--- config.mk ---
export PLATFORM = sky130hd
export DESIGN_NAME = mavf_queue
export DESIGN_NICKNAME = d
export VERILOG_FILES = /design/src/sv/mavf_queue.sv
export SDC_FILE = /design/constraint.sdc
export NUM_CORES = 1
export LEC_CHECK = 0
export ABC_AREA = 1
export BUFFER_PORTS_ARGS = -buffer_cell sky130_fd_sc_hd__clkbuf_2
export CAP_MARGIN = 15
export CORE_UTILIZATION = 56
export DETAILED_ROUTE_END_ITERATION = 8
export PLACE_DENSITY = 0.84
export SKIP_CTS_REPAIR_TIMING = 1
export SYNTH_ARGS = -nofsm -noshare
export SYNTH_HDL_FRONTEND = slang
export SYNTH_SLANG_ARGS = --single-unit
--- constraint.sdc ---
create_clock -name clock -period 4.9 [get_ports clock]
set_input_delay 0.245 -clock clock [delete_from_list [all_inputs] [get_ports clock]]
set_output_delay 0.245 -clock clock [all_outputs]
set_load 0.02 [all_outputs]
--- src/sv/mavf_queue.sv ---
module mavf_queue #(
   parameter int DATA_WIDTH = 49,
   parameter int DEPTH      = 2
) (
   input  logic                  clock,
   input  logic                  reset,
   input  logic                  push,
   output logic                  full,
   input  logic [DATA_WIDTH-1:0] push_data,
   input  logic                  pop,
   output logic                  empty,
   output logic [DATA_WIDTH-1:0] pop_data
);

   localparam int PTR_W = (DEPTH > 1) ? $clog2(DEPTH) : 1;
   localparam int CNT_W = $clog2(DEPTH + 1);

   logic [DATA_WIDTH-1:0] entry_ff [DEPTH];
   logic [PTR_W-1:0]      wr_ptr_ff, wr_ptr_in;
   logic [PTR_W-1:0]      rd_ptr_ff, rd_ptr_in;
   logic [CNT_W-1:0]      count_ff, count_in;
   logic                  do_push;
   logic                  do_pop;

   assign full     = (count_ff == CNT_W'(DEPTH));
   assign empty    = (count_ff == '0);
   assign do_push  = push && !full;
   assign do_pop   = pop && !empty;
   assign pop_data = entry_ff[rd_ptr_ff];

   always_comb begin
      wr_ptr_in = wr_ptr_ff;
      rd_ptr_in = rd_ptr_ff;
      count_in  = count_ff;
      if (do_push) begin
         wr_ptr_in = (wr_ptr_ff == PTR_W'(DEPTH - 1)) ? '0 : wr_ptr_ff + PTR_W'(1);
      end
      if (do_pop) begin
         rd_ptr_in = (rd_ptr_ff == PTR_W'(DEPTH - 1)) ? '0 : rd_ptr_ff + PTR_W'(1);
      end
      unique case ({do_push, do_pop})
         2'b10:   count_in = count_ff + CNT_W'(1);
         2'b01:   count_in = count_ff - CNT_W'(1);
         default: count_in = count_ff;
      endcase
   end

   always_ff @(posedge clock) begin
      if (reset) begin
         wr_ptr_ff <= '0;
         rd_ptr_ff <= '0;
         count_ff  <= '0;
      end else begin
         wr_ptr_ff <= wr_ptr_in;
         rd_ptr_ff <= rd_ptr_in;
         count_ff  <= count_in;
      end
   end

   always_ff @(posedge clock) begin
      if (do_push) begin
         entry_ff[wr_ptr_ff] <= push_data;
      end
   end

endmodule

**After elaboration in Yosys (flattened, before gate mapping)**

Memories as Yosys holds them, arrays and structs flattened. A register that Yosys moved wholly into a read port is not among the register bits.
Cells that the tools add are included.

- Register bits after elaboration: 4
- RAM bits: 98
- Input bits: 53
- Output and inout bits: 51
- Logic and storage cells: 24
- Memories: 1

- Add/subtract/negate cells: 4
- Equal/unequal tests: 3
- Muxes and demuxes: 7
- Reduce and logical (&&, ||, !) cells: 6

Memory list:

| memory | depth | width | rd ports | clocked after memory_dff | write ports | RTL line | source |
|---|---|---|---|---|---|---|---|
| entry_ff | 2 | 49 | 1 | 1 | 1 | 18 | `logic [DATA_WIDTH-1:0] entry_ff [DEPTH];` |

Operator list:

| cell | number |
|---|---|
| $mux W1 | 6 |
| $eq A2 B2 Y1 const B | 2 |
| $pmux W2 S2 | 1 |
| $add A1 B1 Y1 const B | 2 |
| $add A2 B1 Y2 const B | 1 |
| $eq A2 B1 Y1 const B | 1 |
| $logic_and A1 B1 Y1 | 2 |
| $logic_not A1 Y1 | 2 |
| $logic_not A2 Y1 | 1 |
| $reduce_bool A2 Y1 | 1 |
| $sub A2 B1 Y2 const B | 1 |

**Depth between registers and ports, before layout**

- Depth in word-level cells: 5
- Mapped depth: 10
- Depth with buffers taken out: 10

**Worst setup path before layout**

OpenSTA, ideal clock, no wires.

- Kind: register to register
- From: register count_ff[0]
- To: memory entry_ff[0][0] (enable)
- Library setup time: 0.456 ns
- Data arrival time: 2.789 ns
- Required time: 4.444 ns
- Setup slack: 1.655 ns
- Cell stages (with the launch flop): 5
- Buffers on the path: 0
- Clock period less this slack: 3.245 ns
- Cells stage by stage: dfxtp_1 > nor2_1 > nor2_1 > inv_1 > nor2_1

- Cells in the longest elaborated chain, start to end: 5

RTL lines:

| what | RTL line | source |
|---|---|---|
| start: declaration | 21 | `logic [CNT_W-1:0] count_ff, count_in;` |
| start signal: assignment | 56 | `count_ff <= count_in;` |
| $eq A2 B2 Y1 | 25 | `assign full = (count_ff == CNT_W'(DEPTH));` |
| net full | 8 | `output logic full,` |
| $logic_not A1 Y1 | 27 | `assign do_push = push && !full;` |
| $logic_and A1 B1 Y1 | 27 |  |
| $mux W1 | 61 | `if (do_push) begin` |
| $mux W1 (implied by the code) | 62 | `entry_ff[wr_ptr_ff] <= push_data;` |
| end: declaration | 18 |  |

The timed path passes the listed nets, and every way through them passes these cells.

==> results.json <==
{
  "status": "finished clean",
  "io_buffers": 103,
  "grt_max_degree": 50,
  "startpoint_type": "flip-flop",
  "final_net_count": 357,
  "slew_violations": 0,
  "drive_above_1_share_pct": 56.2,
  "grt_overflow": 0,
  "setup_violations": 0,
  "power.internal_mw": 1.46,
  "avgRoutedWirePerCell_microns": 15.6,
  "critPathArrivalTime_ns": 2.12,
  "synth.distinct_cells": 14,
  "insertion_delay_ns": 0.36,
  "path_class": "reg2out",
  "cts_tree": "yes",
  "grt_pass1_vias": 1955,
  "place_congestion": 0.782,
  "design_area_sq_mm": 0.00459,
  "cts_max_level": 3,
  "viasPerCell": 5.10,
  "ir_worst_vdd_uv": 275,
  "antenna_found_initial": 0,
  "p_sw_uw": 612,
  "synth-seq-cells": 103,
  "power_frac_seq_pct": 54.0,
  "min_from": "push_data[11]",
  "vias": 1963,
  "powerDensity_mw_per_mm2": 451,
  "fillers": 447,
  "cts.clk_slew.worst_paths_ns": 0.11,
  "tightestPinTransition_ns": 1.04,
  "syn_to_final_growth_pct": 20.0,
  "drc": 0,
  "ys_warn_count": 0,
  "ctsLongestPathBuffers": 2,
  "fin_crit_sh_pct": 48.3,
  "synth_area_leaders": "edfxtp_1, mux2_2, mux2_4",
  "rows": 29,
  "hpwl_microns": 3980,
  "yosysTopAreaCell": "edfxtp_1",
  "placeableCoreArea_sq_mm": 0.00646,
  "cts_sinks": 103,
  "ff2ff_path_depth": 5,
  "reg2reg_from": "count_ff[0]$_SDFFE_PP0P_",
  "worstHoldPathCells": 1,
  "dieArea_sq_mm": 0.00717,
  "dieWidth_microns": 84.7,
  "rrSetupSlack_ns": 2.79,
  "drt-total-wl_microns": 5990,
  "cts-root-buf": "clkbuf_8",
  "drt_pre_antenna_iters": 7,
  "grt_pass1_wl_microns": 8870,
  "insertedDiodeCount": 0,
  "reg2reg_to": "entry_ff[0][3]$_DFFE_PP_",
  "holdPathEnd": "entry_ff[0][11]$_DFFE_PP_",
  "ioPinCount": 104,
  "tns_ns": 0,
  "start_util_pct": 59.2,
  "p_comb_share_pct": 23.0,
  "die_h_microns": 84.7,
  "netlist_instances": 192,
  "fin_crit_ns": 2.37,
  "clock_power_share_pct": 23.0,
  "hold_viol": 0,
  "cp-end-kind": "primary output",
  "cp_data_required_time_ns": 4.66,
  "fmax_ghz": 0.422,
  "power.static_leakage_nw": 1.80,
  "synth_area_per_cell_sq_um": 19.9,
  "synth_top_area_share_pct": 76.9,
  "cts_made_buffers": 9,
  "postPlaceCellArea_sq_mm": 0.00441,
  "cap_violations": 0,
  "slew_headroom_pct": 30.3,
  "syn_area_sq_mm": 0.00383,
  "multiInputGateArea_sq_um": 708,
  "postRouteAntennaNets": 0,
  "final.setup_skew_ns": 0.0115,
  "seqCellArea_sq_mm": 0.00304,
  "path_max_fanout": 27,
  "ys_seq_area_share_pct": 79.5,
  "grt_setup_unrepaired": "false",
  "power_mw": 2.07,
  "hold_class": "in2reg",
  "drtIter0Drc": 93,
  "syn_nets": 246,
  "swShare_pct": 29.5,
  "grtUsageTotal_pct": 17.0
}
## cell usage in the layout (no fill, tap or decap)
cell,n
clkbuf_2,103
edfxtp_1,98
mux2_2,39
nor2_1,13
mux2_4,10
clkbuf_8,9
inv_1,8
nand2_1,8
dfxtp_1,4
inv_6,3
clkinvlp_4,2
buf_4,2
inv_2,1
nor2_4,1
o21ai_0,1
a21oi_1,1
nand4_1,1
ha_1,1
dfxtp_2,1
clkinv_4,1
clkinv_2,1
## worst max path at each step
| stage | startpoint | endpoint | slack, ns | cells past startpoint |
|---|---|---|---|---|
| 2_1_floorplan | count_ff[0]$_SDFFE_PP0P_ | entry_ff[0][0]$_DFFE_PP_ | 1.66 | 4 |
| 3_3_place_gp | count_ff[0]$_SDFFE_PP0P_ | entry_ff[0][0]$_DFFE_PP_ | 2.86 | 5 |
| 3_5_place_dp | count_ff[0]$_SDFFE_PP0P_ | entry_ff[0][12]$_DFFE_PP_ | 2.78 | 5 |
| 4_1_cts | flip-flop | pop_data[47] | 2.49 | 3 |
| 5_1_grt | flip-flop | pop_data[39] | 2.41 | 3 |
| 6_report | flip-flop | pop_data[39] | 2.53 | 3 |
## metal layers
metal	vias to the layer above	GRT usage, %	part of all wire, %
li1	944	-	-
met1	940	18.6	41
met2	69	30.1	52
met3	10	4.82	6.1
met4	0	8.94	1.6
met5	-	0	0
## stage by stage
stage	utilization (%)	std cells	hold slack (ns)	setup WS, ns
6_report	71.1	385	0.0717	2.53
5_1_grt	71.1	385	0.0556	2.41
4_1_cts	71.1	385	0.0590	2.49
3_5_place_dp	68.3	369	0.438	2.78
3_3_place_gp	68.3	369	0.434	2.86
2_1_floorplan	-	192	0.344	1.66
## logic make-up after synthesis
family | Yosys count | share of synthesized area, %
flip-flops | 103 | 79.5
multiplexers | 49 | 15.4
AND/OR/NAND/NOR | 23 | 2.32
buffers and inverters | 14 | 2.16
AO/OA/AOI/OAI | 2 | 0.261
adder cells (fa/ha/maj) | 1 | 0.327
## power groups by stage
stage | sequential (mW) | clock (mW) | combinational, mW
6_report | 1.12 | 0.476 | 0.476
5_1_grt | 1.13 | 0.515 | 0.508
4_1_cts | 1.12 | 0.485 | 0.483
3_5_place_dp | 1.14 | 0 | 0.481
3_3_place_gp | 1.13 | 0 | 0.471
2_1_floorplan | 1.12 | 0 | 0.360
## area by class of cell
class / count / share of cell area, %
sequential: 103 / 66.3
multi-input combinational: 75 / 15.4
timing repair buffer: 105 / 11.6
clock buffer: 9 / 2.70
tap: 77 / 2.10
clock inverter: 7 / 1.20
inverter: 9 / 0.736
## state kept, by name, summed over array words and instances (netlist names), named ones only
signal,count
entry_ff,98
count_ff,2
rd_ptr_ff,1
wr_ptr_ff,1
## Yosys cell counts (all sizes together)
master / n
nand2: 8
nor2: 14
o21ai: 1
edfxtp: 98
dfxtp: 5
a21oi: 1
mux2: 49
nand4: 1
ha: 1
inv: 9
buf: 5
## worst max-delay path, stage by stage, from the launching register on
cell and delay (ns):
dfxtp_2 0.74, buf_4 0.45, mux2_2 0.40, clkbuf_2 0.16
No activity file was read; power rests on OpenSTA's default activity.
