[src/sv/mavf_pkg.sv]
package mavf_pkg;

   // Width of the window register and of every window-sized count.
   localparam int CFG_WIDTH = 9;

   typedef logic [CFG_WIDTH-1:0] cfg_width_type;

   localparam cfg_width_type WINDOW_RESET = cfg_width_type'(1);

endpackage

[src/sv/mavf_back.sv]
module mavf_back #(
   parameter int SAMPLE_WIDTH = 32,
   parameter int SUM_WIDTH    = 40
) (
   input  logic                    clock,
   input  logic                    reset,
   input  logic                    q_empty,
   output logic                    q_pop,
   input  logic [SUM_WIDTH-1:0]    q_sum,
   input  mavf_pkg::cfg_width_type q_width,
   output logic                    rsp_empty,
   input  logic                    rsp_pop,
   output logic [SAMPLE_WIDTH-1:0] rsp_average_value
);

   localparam int CW    = mavf_pkg::CFG_WIDTH;
   localparam int CNT_W = $clog2(SUM_WIDTH);

   typedef enum logic [2:0] {
      ST_IDLE = 3'b001,
      ST_DIV  = 3'b010,
      ST_DONE = 3'b100
   } state_type;

   state_type               state_ff, state_in;
   logic                    negative_ff, negative_in;
   logic [SUM_WIDTH-1:0]    quot_ff, quot_in;
   mavf_pkg::cfg_width_type rem_ff, rem_in;
   mavf_pkg::cfg_width_type divisor_ff, divisor_in;
   logic [CNT_W-1:0]        step_ff, step_in;
   logic                    out_valid_ff, out_valid_in;
   logic [SAMPLE_WIDTH-1:0] out_value_ff, out_value_in;

   logic [CW:0]             shifted;
   logic [CW:0]             trial;
   logic                    fits;
   logic [SAMPLE_WIDTH-1:0] quot_low;
   logic                    deliver;

   // Restoring division on the magnitude, one quotient bit per cycle.
   assign shifted  = {rem_ff, quot_ff[SUM_WIDTH-1]};
   assign trial    = shifted - {1'b0, divisor_ff};
   assign fits     = (shifted >= {1'b0, divisor_ff});
   assign quot_low = quot_ff[SAMPLE_WIDTH-1:0];

   assign q_pop   = (state_ff == ST_IDLE) && !q_empty;
   assign deliver = (state_ff == ST_DONE) && (!out_valid_ff || rsp_pop);

   assign rsp_empty         = !out_valid_ff;
   assign rsp_average_value = out_value_ff;

   always_comb begin
      state_in     = state_ff;
      negative_in  = negative_ff;
      quot_in      = quot_ff;
      rem_in       = rem_ff;
      divisor_in   = divisor_ff;
      step_in      = step_ff;
      out_value_in = out_value_ff;
      unique case (state_ff)
         ST_IDLE: begin
            if (q_pop) begin
               negative_in = q_sum[SUM_WIDTH-1];
               quot_in     = q_sum[SUM_WIDTH-1] ? ('0 - q_sum) : q_sum;
               rem_in      = '0;
               divisor_in  = q_width;
               step_in     = '0;
               state_in    = ST_DIV;
            end
         end
         ST_DIV: begin
            rem_in  = fits ? trial[CW-1:0] : shifted[CW-1:0];
            quot_in = {quot_ff[SUM_WIDTH-2:0], fits};
            step_in = step_ff + CNT_W'(1);
            if (step_ff == CNT_W'(SUM_WIDTH - 1)) begin
               state_in = ST_DONE;
            end
         end
         ST_DONE: begin
            if (deliver) begin
               // Negating the floored magnitude gives truncation toward zero.
               out_value_in = negative_ff ? (SAMPLE_WIDTH'(0) - quot_low) : quot_low;
               state_in     = ST_IDLE;
            end
         end
         default: begin
            state_in = ST_IDLE;
         end
      endcase
      out_valid_in = deliver || (out_valid_ff && !rsp_pop);
   end

   always_ff @(posedge clock) begin
      if (reset) begin
         state_ff     <= ST_IDLE;
         out_valid_ff <= 1'b0;
      end else begin
         state_ff     <= state_in;
         out_valid_ff <= out_valid_in;
      end
   end

   always_ff @(posedge clock) begin
      negative_ff  <= negative_in;
      quot_ff      <= quot_in;
      rem_ff       <= rem_in;
      divisor_ff   <= divisor_in;
      step_ff      <= step_in;
      out_value_ff <= out_value_in;
   end

`ifndef ASSERT_OFF
   a_divisor_nonzero: assert property (@(posedge clock) disable iff (reset)
      (state_ff == ST_DIV) |-> (divisor_ff != '0))
      else $error("division started with a zero window width");
`endif

`ifndef ASSERT_OFF
   a_remainder_bound: assert property (@(posedge clock) disable iff (reset)
      (state_ff == ST_DIV) |-> (rem_ff < divisor_ff))
      else $error("partial remainder is not below the divisor");
`endif

`ifndef ASSERT_OFF
   a_result_from_divider: assert property (@(posedge clock) disable iff (reset)
      $rose(out_valid_ff) |-> $past(state_ff == ST_DONE))
      else $error("result appeared without a finished division");
`endif

endmodule
[config.mk]
export PLATFORM = sky130hd
export DESIGN_NAME = mavf_back
export DESIGN_NICKNAME = d
export VERILOG_FILES = /design/src/sv/mavf_pkg.sv /design/src/sv/mavf_back.sv
export SDC_FILE = /design/constraint.sdc
export NUM_CORES = 1
export LEC_CHECK = 0
export ABC_AREA = 0
export BUFFER_PORTS_ARGS = -buffer_cell sky130_fd_sc_hd__buf_2
export CAP_MARGIN = 20
export CORE_ASPECT_RATIO = 2
export CORE_UTILIZATION = 25
export DETAILED_ROUTE_END_ITERATION = 6
export PLACE_DENSITY = 0.37
export SYNTH_ARGS = -nofsm -noshare
export SYNTH_HDL_FRONTEND = slang
export SYNTH_SLANG_ARGS = --single-unit
[constraint.sdc]
create_clock -name clock -period 7 [get_ports clock]
set_input_delay 1.05 -clock clock [delete_from_list [all_inputs] [get_ports clock]]
set_output_delay 1.05 -clock clock [all_outputs]
set_load 0.05 [all_outputs]
Yosys cells after proc, flatten, opt, wreduce, memory -nomap -nowiden
Cells that the tools add are included.

Register bits: 101. Input bits: 53. Output and inout port bits: 34. Logic and storage cells: 46.

$add $sub $neg: 4. $lt $le $gt $ge: 1. Eq/ne operators: 7. Mux-type cells: 13. Reductions and logical operators: 13.

Operators with widths (count): 40-bit 2-to-1 mux (2); 40-bit case mux with 2 select lines (1); 1-bit by 40-bit subtractor with 40-bit output (first input constant) (1); 32-bit 2-to-1 mux (1); 1-bit by 32-bit subtractor with 32-bit output (first input constant) (1); 9-bit 2-to-1 mux (2); 9-bit case mux with 2 select lines (1); 6-bit case mux with 2 select lines (1); 10-bit by 9-bit greater-or-equal comparator with 1-bit output (1); 3-bit 2-to-1 mux (3); 3-bit case mux with 3 select lines (1); 9-bit subtractor (1); 6-bit by 1-bit adder with 6-bit output (second input constant) (1); 6-bit == test (second input constant) (1); 6-bit 2-to-1 mux (1); 2-bit != test (second input constant) (3); 2-bit AND reduction (3); 3-bit by 1-bit == test with 1-bit output (second input constant) (1); 3-bit by 2-bit == test with 1-bit output (second input constant) (1); 3-bit == test (second input constant) (1); 1-bit logical AND (3); 1-bit logical NOT (3); 3-bit AND reduction (1); 1-bit logical OR (2); 2-bit nonzero test (1).

Logic depth before layout (Yosys ltp)
Depth after elaboration: 5. Depth in mapped cells: 10. Gate-level depth less buffers: 9.

Worst setup path after synthesis
OpenSTA, ideal clock, no wires.

Path type: input to register. Start point: in q_sum[12]. End point: reg quot_ff[24], data pin. Library setup time: 0.270 ns. Arrival time: 3.007 ns. Data required time: 6.730 ns. Slack: 3.722 ns. Stages: 7. Buffers on the path: 2. Cell sequence: or4_1 -> or4_1 -> buf_2 -> buf_6 -> o41ai_1 -> xor2_1 -> a21oi_1.

Word-level cells in the longest chain between the ends: 4.

Ends and longest elaborated chain: start: declaration (RTL line mavf_back.sv:9) `input logic [SUM_WIDTH-1:0] q_sum,`; 1-bit by 40-bit subtractor with 40-bit output (RTL line mavf_back.sv:64) `quot_in = q_sum[SUM_WIDTH-1] ? ('0 - q_sum) : q_sum;`; 40-bit 2-to-1 mux (RTL line mavf_back.sv:64); 40-bit 2-to-1 mux (RTL line mavf_back.sv:62) `if (q_pop) begin`; 40-bit case mux with 2 select lines (RTL line mavf_back.sv:60) `unique case (state_ff)`; net quot_in[24] (RTL line mavf_back.sv:27) `logic [SUM_WIDTH-1:0] quot_ff, quot_in;`; end signal: assignment (RTL line mavf_back.sv:105) `quot_ff <= quot_in;`; end: declaration (RTL line mavf_back.sv:27).

The timed path passes the listed nets, and every way through them passes these cells. The select of a mux whose other input is x is not followed. A chain may end at the register's enable or synchronous reset.

Worst setup path after layout
Start point: in q_sum[12]. End point: reg quot_ff[35], data pin.

Same word-level chain as after synthesis.

==> impl_summary.md <==
Detailed routing
For this block, the via count after detailed routing is 4395. The detail route stage leaves a number of antenna-violating nets equal to 0. The average wire per standard cell is 16.5 um. The average vias per placed instance is 4.86. For this run, design rule violations remaining after detail routing come to 0. The first-pass detailed-route iteration total is 4. After the first detailed-routing iteration, the DRC count stood at 130. The detailed-route wire length is 14900 um.

Place
The number of placed instances, taps included, is 888. The cell area reported after detailed placement is 0.00654 mm^2. Detailed placement finished with a half-perimeter wire length of 11000 um. The number of port buffers is 86. The final weighted congestion in routability-driven placement is 0.782.

STA
The worst relative slew slack is 50.4%. The number of hold-slack violations in the final timing report was 0. The number of setup violations in the final report is 0.

The worst path needs 3.63 ns of the cycle, external delays included. The final setup skew is 0.00544 ns. The final clock period utilization by the worst path is 51.9%. The fmax is 0.275 GHz. Setup repair after global routing left no endpoint under its margin. The final number of max-transition violations is 0. The slew at the pin closest to its max-slew limit is 0.745 ns. The final sum of negative setup slack is 0 ns.

Final layout
Excluding fillers, the count of instances in the completed layout stands at 905. The antenna diode instance count is 0. Of the cells placed in the final design, the portion with a size suffix greater than 1 is 19.2%. Compared with the post-synthesis result, the final layout area differs by 17.3%. At the end of the flow, the number of nets in the layout was 686.

The post-route cell area is 0.00684 mm^2.

Yosys
The proportion of synthesized flip-flops having asynchronous set or reset is 0%. Sequential elements use 51.3% of the synthesized area. The netlist uses 54 different library cells. The number of synthesized register bits is 101.

The number of nets produced by synthesis is 613. The cell area after technology mapping is 0.00583 mm^2. Summed over all instances, the cell type with the most area after synthesis is edfxtp_1. The number of synthesized flops with an enable pin is 97. The total of warnings raised by yosys is 0. In the post-synthesis netlist, the cell with the most instances is edfxtp_1. The post-synthesis area per instance is 10.7 um^2.

After synthesis, the cell types taking the most area are edfxtp_1, xnor2_1, xor2_1. Counting instances in the post-synthesis netlist gives the leading cell types as edfxtp_1, nand2_1, o21ai_0. The number of cells produced by synthesis is 547. The share of synthesized area in the top cell type comes to 49.9%.

Among all flip-flop cells after synthesis, the most frequent one is edfxtp_1.

Floorplan
The height of the die is 218 um. The number of cell rows is 78. The floorplan step set the die width to 110 um. The top-level I/O count is 87. The initial cell density of the core is 25.5%. The die footprint is 0.0240 mm^2. The area of the core is 0.0228 mm^2.

Critical path
The critical path ends at quot_ff[35]. The critical path capture point type is a flip-flop. The buffering stage count on the worst path with inverters included is 1. The worst setup slack for register-to-register paths is 4.15 ns. The data required time at the worst endpoint is 7.11 ns. The logic depth of the worst setup path including buffers is 6. The kind of cell with the highest combined delay along the critical path is simple AND/OR/NAND/NOR gates. STA puts the critical path data arrival time at 3.74 ns. Measured in cells, the most critical reg-to-reg path has a length of 5. The critical path starts at q_sum[12]. The source of the worst register-to-register timing path is quot_ff[5]. The delay contributed by the slowest stage of the critical path is 0.88 ns. In this run the critical register-to-register path is captured at rsp_average_value[23]. The largest fanout of any net on the critical path is 20.

The most frequent cell on the critical path is or4_1. For this design, the slowest cell found on the critical path is or4_1. The critical path goes through buf_2, or4_1, or4_1, nor4_2, a211oi_1, nand3b_1. The nature of the critical path startpoint is an input pin. The kind of critical path is in2reg.

Clock network
The CTS sink count is 101. The total of hold buffers inserted after clock tree synthesis is 0. TritonCTS built the clock tree.

In this run the deepest clock path goes through 2 buffers. CTS placed an instance of clkbuf_16 at the clock tree root. The clock transition at the registers of the reported paths is 0.07 ns. The number of buffers added by the clock tree synthesis step is 9. Once the clock tree was built, the setup fixing pass inserted 0 buffers.

In this run the number of H-tree levels came out at 3. At the later pin of the worst-skew pair, clock insertion delay measures 0.36 ns. The post-cts resize count is 0.

Power and ir drop
The leakage power summed over all cells is 2.35 nW. The switching portion of total power is 30.8%. The analysis attributes to net switching a power of 0.533 mW. The share of total power dissipated in sequential elements is 48.6%. The clock network is responsible for 29.1% of the overall power.

The largest vdd supply drop is 0.0000949 V. The portion of total power attributed to combinational logic is 22.3%. The total power per unit cell area is 253 mW/mm^2. The total design power is 1.73 mW. The cell internal power dissipation is 1.20 mW.

GRT
The total congestion overflow is 0. The total routing usage reported by global routing is 13.1%. The first global-routing pass estimated 23200 um of wire.

The initial antenna violation count was 0. Entering global routing, the biggest net connects 53 pins. The via count of the first global-routing pass is 4395.

Run status
The run finished with clean final reports.

Worst hold path
The path class of the tightest hold or removal check is reg2reg.

Job
Across the run, the number of max-cap violations was 0.
[how the worst min path moves through the flow]
stage	endpoint	depth (start not counted)	slack, ns	start
after detailed placement	quot_ff[35]	2	0.56	quot_ff[34]
after floorplan	quot_ff[36]	2	0.50	quot_ff[35]
after CTS	quot_ff[35]	2	0.58	quot_ff[34]
final	quot_ff[35]	2	0.59	quot_ff[34]
after global routing	quot_ff[35]	2	0.62	quot_ff[34]
after global placement	quot_ff[33]	2	0.57	quot_ff[32]
[flip-flops by register name (all words and copies together), names as in the netlist]
| signal | flops |
|---|---|
| quot_ff | 40 |
| rsp_average_value | 32 |
| divisor_ff | 9 |
| rem_ff | 9 |
| step_ff | 6 |
| state_ff | 3 |
| negative_ff | 1 |
| out_valid_ff | 1 |
[worst register-to-register path, cell delays in order, from the launching register on]
cell and delay [ns]:
edfxtp_1 0.44, or4_4 0.57, or4_1 0.56, or4_1 0.65, o41ai_4 0.28, xnor2_1 0.09
[per-layer routing]
layer | part of all wire, % | vias to the layer above | global-route usage (%)
li1 | - | 2207 | -
met1 | 37 | 2088 | 13.0
met2 | 56 | 78 | 24.8
met3 | 3.7 | 22 | 3.11
met4 | 2.7 | 0 | 5.87
met5 | 0 | - | 0
[layout by cell type (no fill, tap or decap), types with 3 or more instances in the layout]
| cell type | n |
|---|---|
| dfxtp_1 | 4 |
| nand3_1 | 9 |
| edfxtp_1 | 97 |
| xnor2_1 | 36 |
| a211oi_1 | 4 |
| or3_1 | 8 |
| or4_1 | 18 |
| o21ai_0 | 42 |
| a21oi_1 | 33 |
| nor3_1 | 11 |
| buf_2 | 86 |
| o311ai_0 | 3 |
| nand4_1 | 6 |
| nor4_1 | 9 |
| nand2_1 | 45 |
| nor3b_1 | 6 |
| ha_1 | 12 |
| o31ai_2 | 3 |
| o41ai_1 | 15 |
| o211ai_1 | 3 |
| clkbuf_1 | 3 |
| nand3b_1 | 4 |
| o31ai_1 | 19 |
| clkbuf_16 | 9 |
| xor2_1 | 32 |
| nor2_1 | 32 |
| buf_4 | 6 |
| nand2b_1 | 9 |
| inv_1 | 20 |
[cell families (layout without fill, tap and decap cells)]
kind of cell	count (synthesis)	count (layout)	share of synthesized area [%]
XOR/XNOR	68	68	10.2
buffers and inverters	51	129	3.50
multiplexers	2	2	0.343
AO/OA/AOI/OAI	137	137	15.7
flip-flops	101	101	51.3
AND/OR/NAND/NOR	175	175	16.1
adder cells (fa/ha/maj)	13	13	2.92
[metrics by stage]
step | setup slack (ns) | util, % | hold slack, ns
finish | 3.37 | 30.0 | 0.590
global route | 3.29 | 30.0 | 0.617
CTS | 3.45 | 29.9 | 0.578
detailed placement | 3.05 | 28.7 | 0.561
global placement | 3.14 | 28.7 | 0.572
floorplan | 3.72 | - | 0.497
[cell type report]
class / instances / area (um^2)
multi-input combinational: 395 / 2650
clock buffer: 12 / 236
timing repair buffer: 93 / 490
tap: 280 / 350
sequential: 101 / 2990
clock inverter: 4 / 48.8
fill: 2466 / 16000
inverter: 20 / 75.1
[power groups by stage]
| stage | combinational (mW) | clock, mW | sequential, mW |
|---|---|---|---|
| after floorplan | 0.264 | 0 | 0.857 |
| after global placement | 0.383 | 0 | 0.857 |
| after detailed placement | 0.388 | 0 | 0.859 |
| after CTS | 0.389 | 0.531 | 0.846 |
| after global routing | 0.430 | 0.550 | 0.853 |
| final | 0.386 | 0.504 | 0.842 |
(Power assumes the default switching activity.)
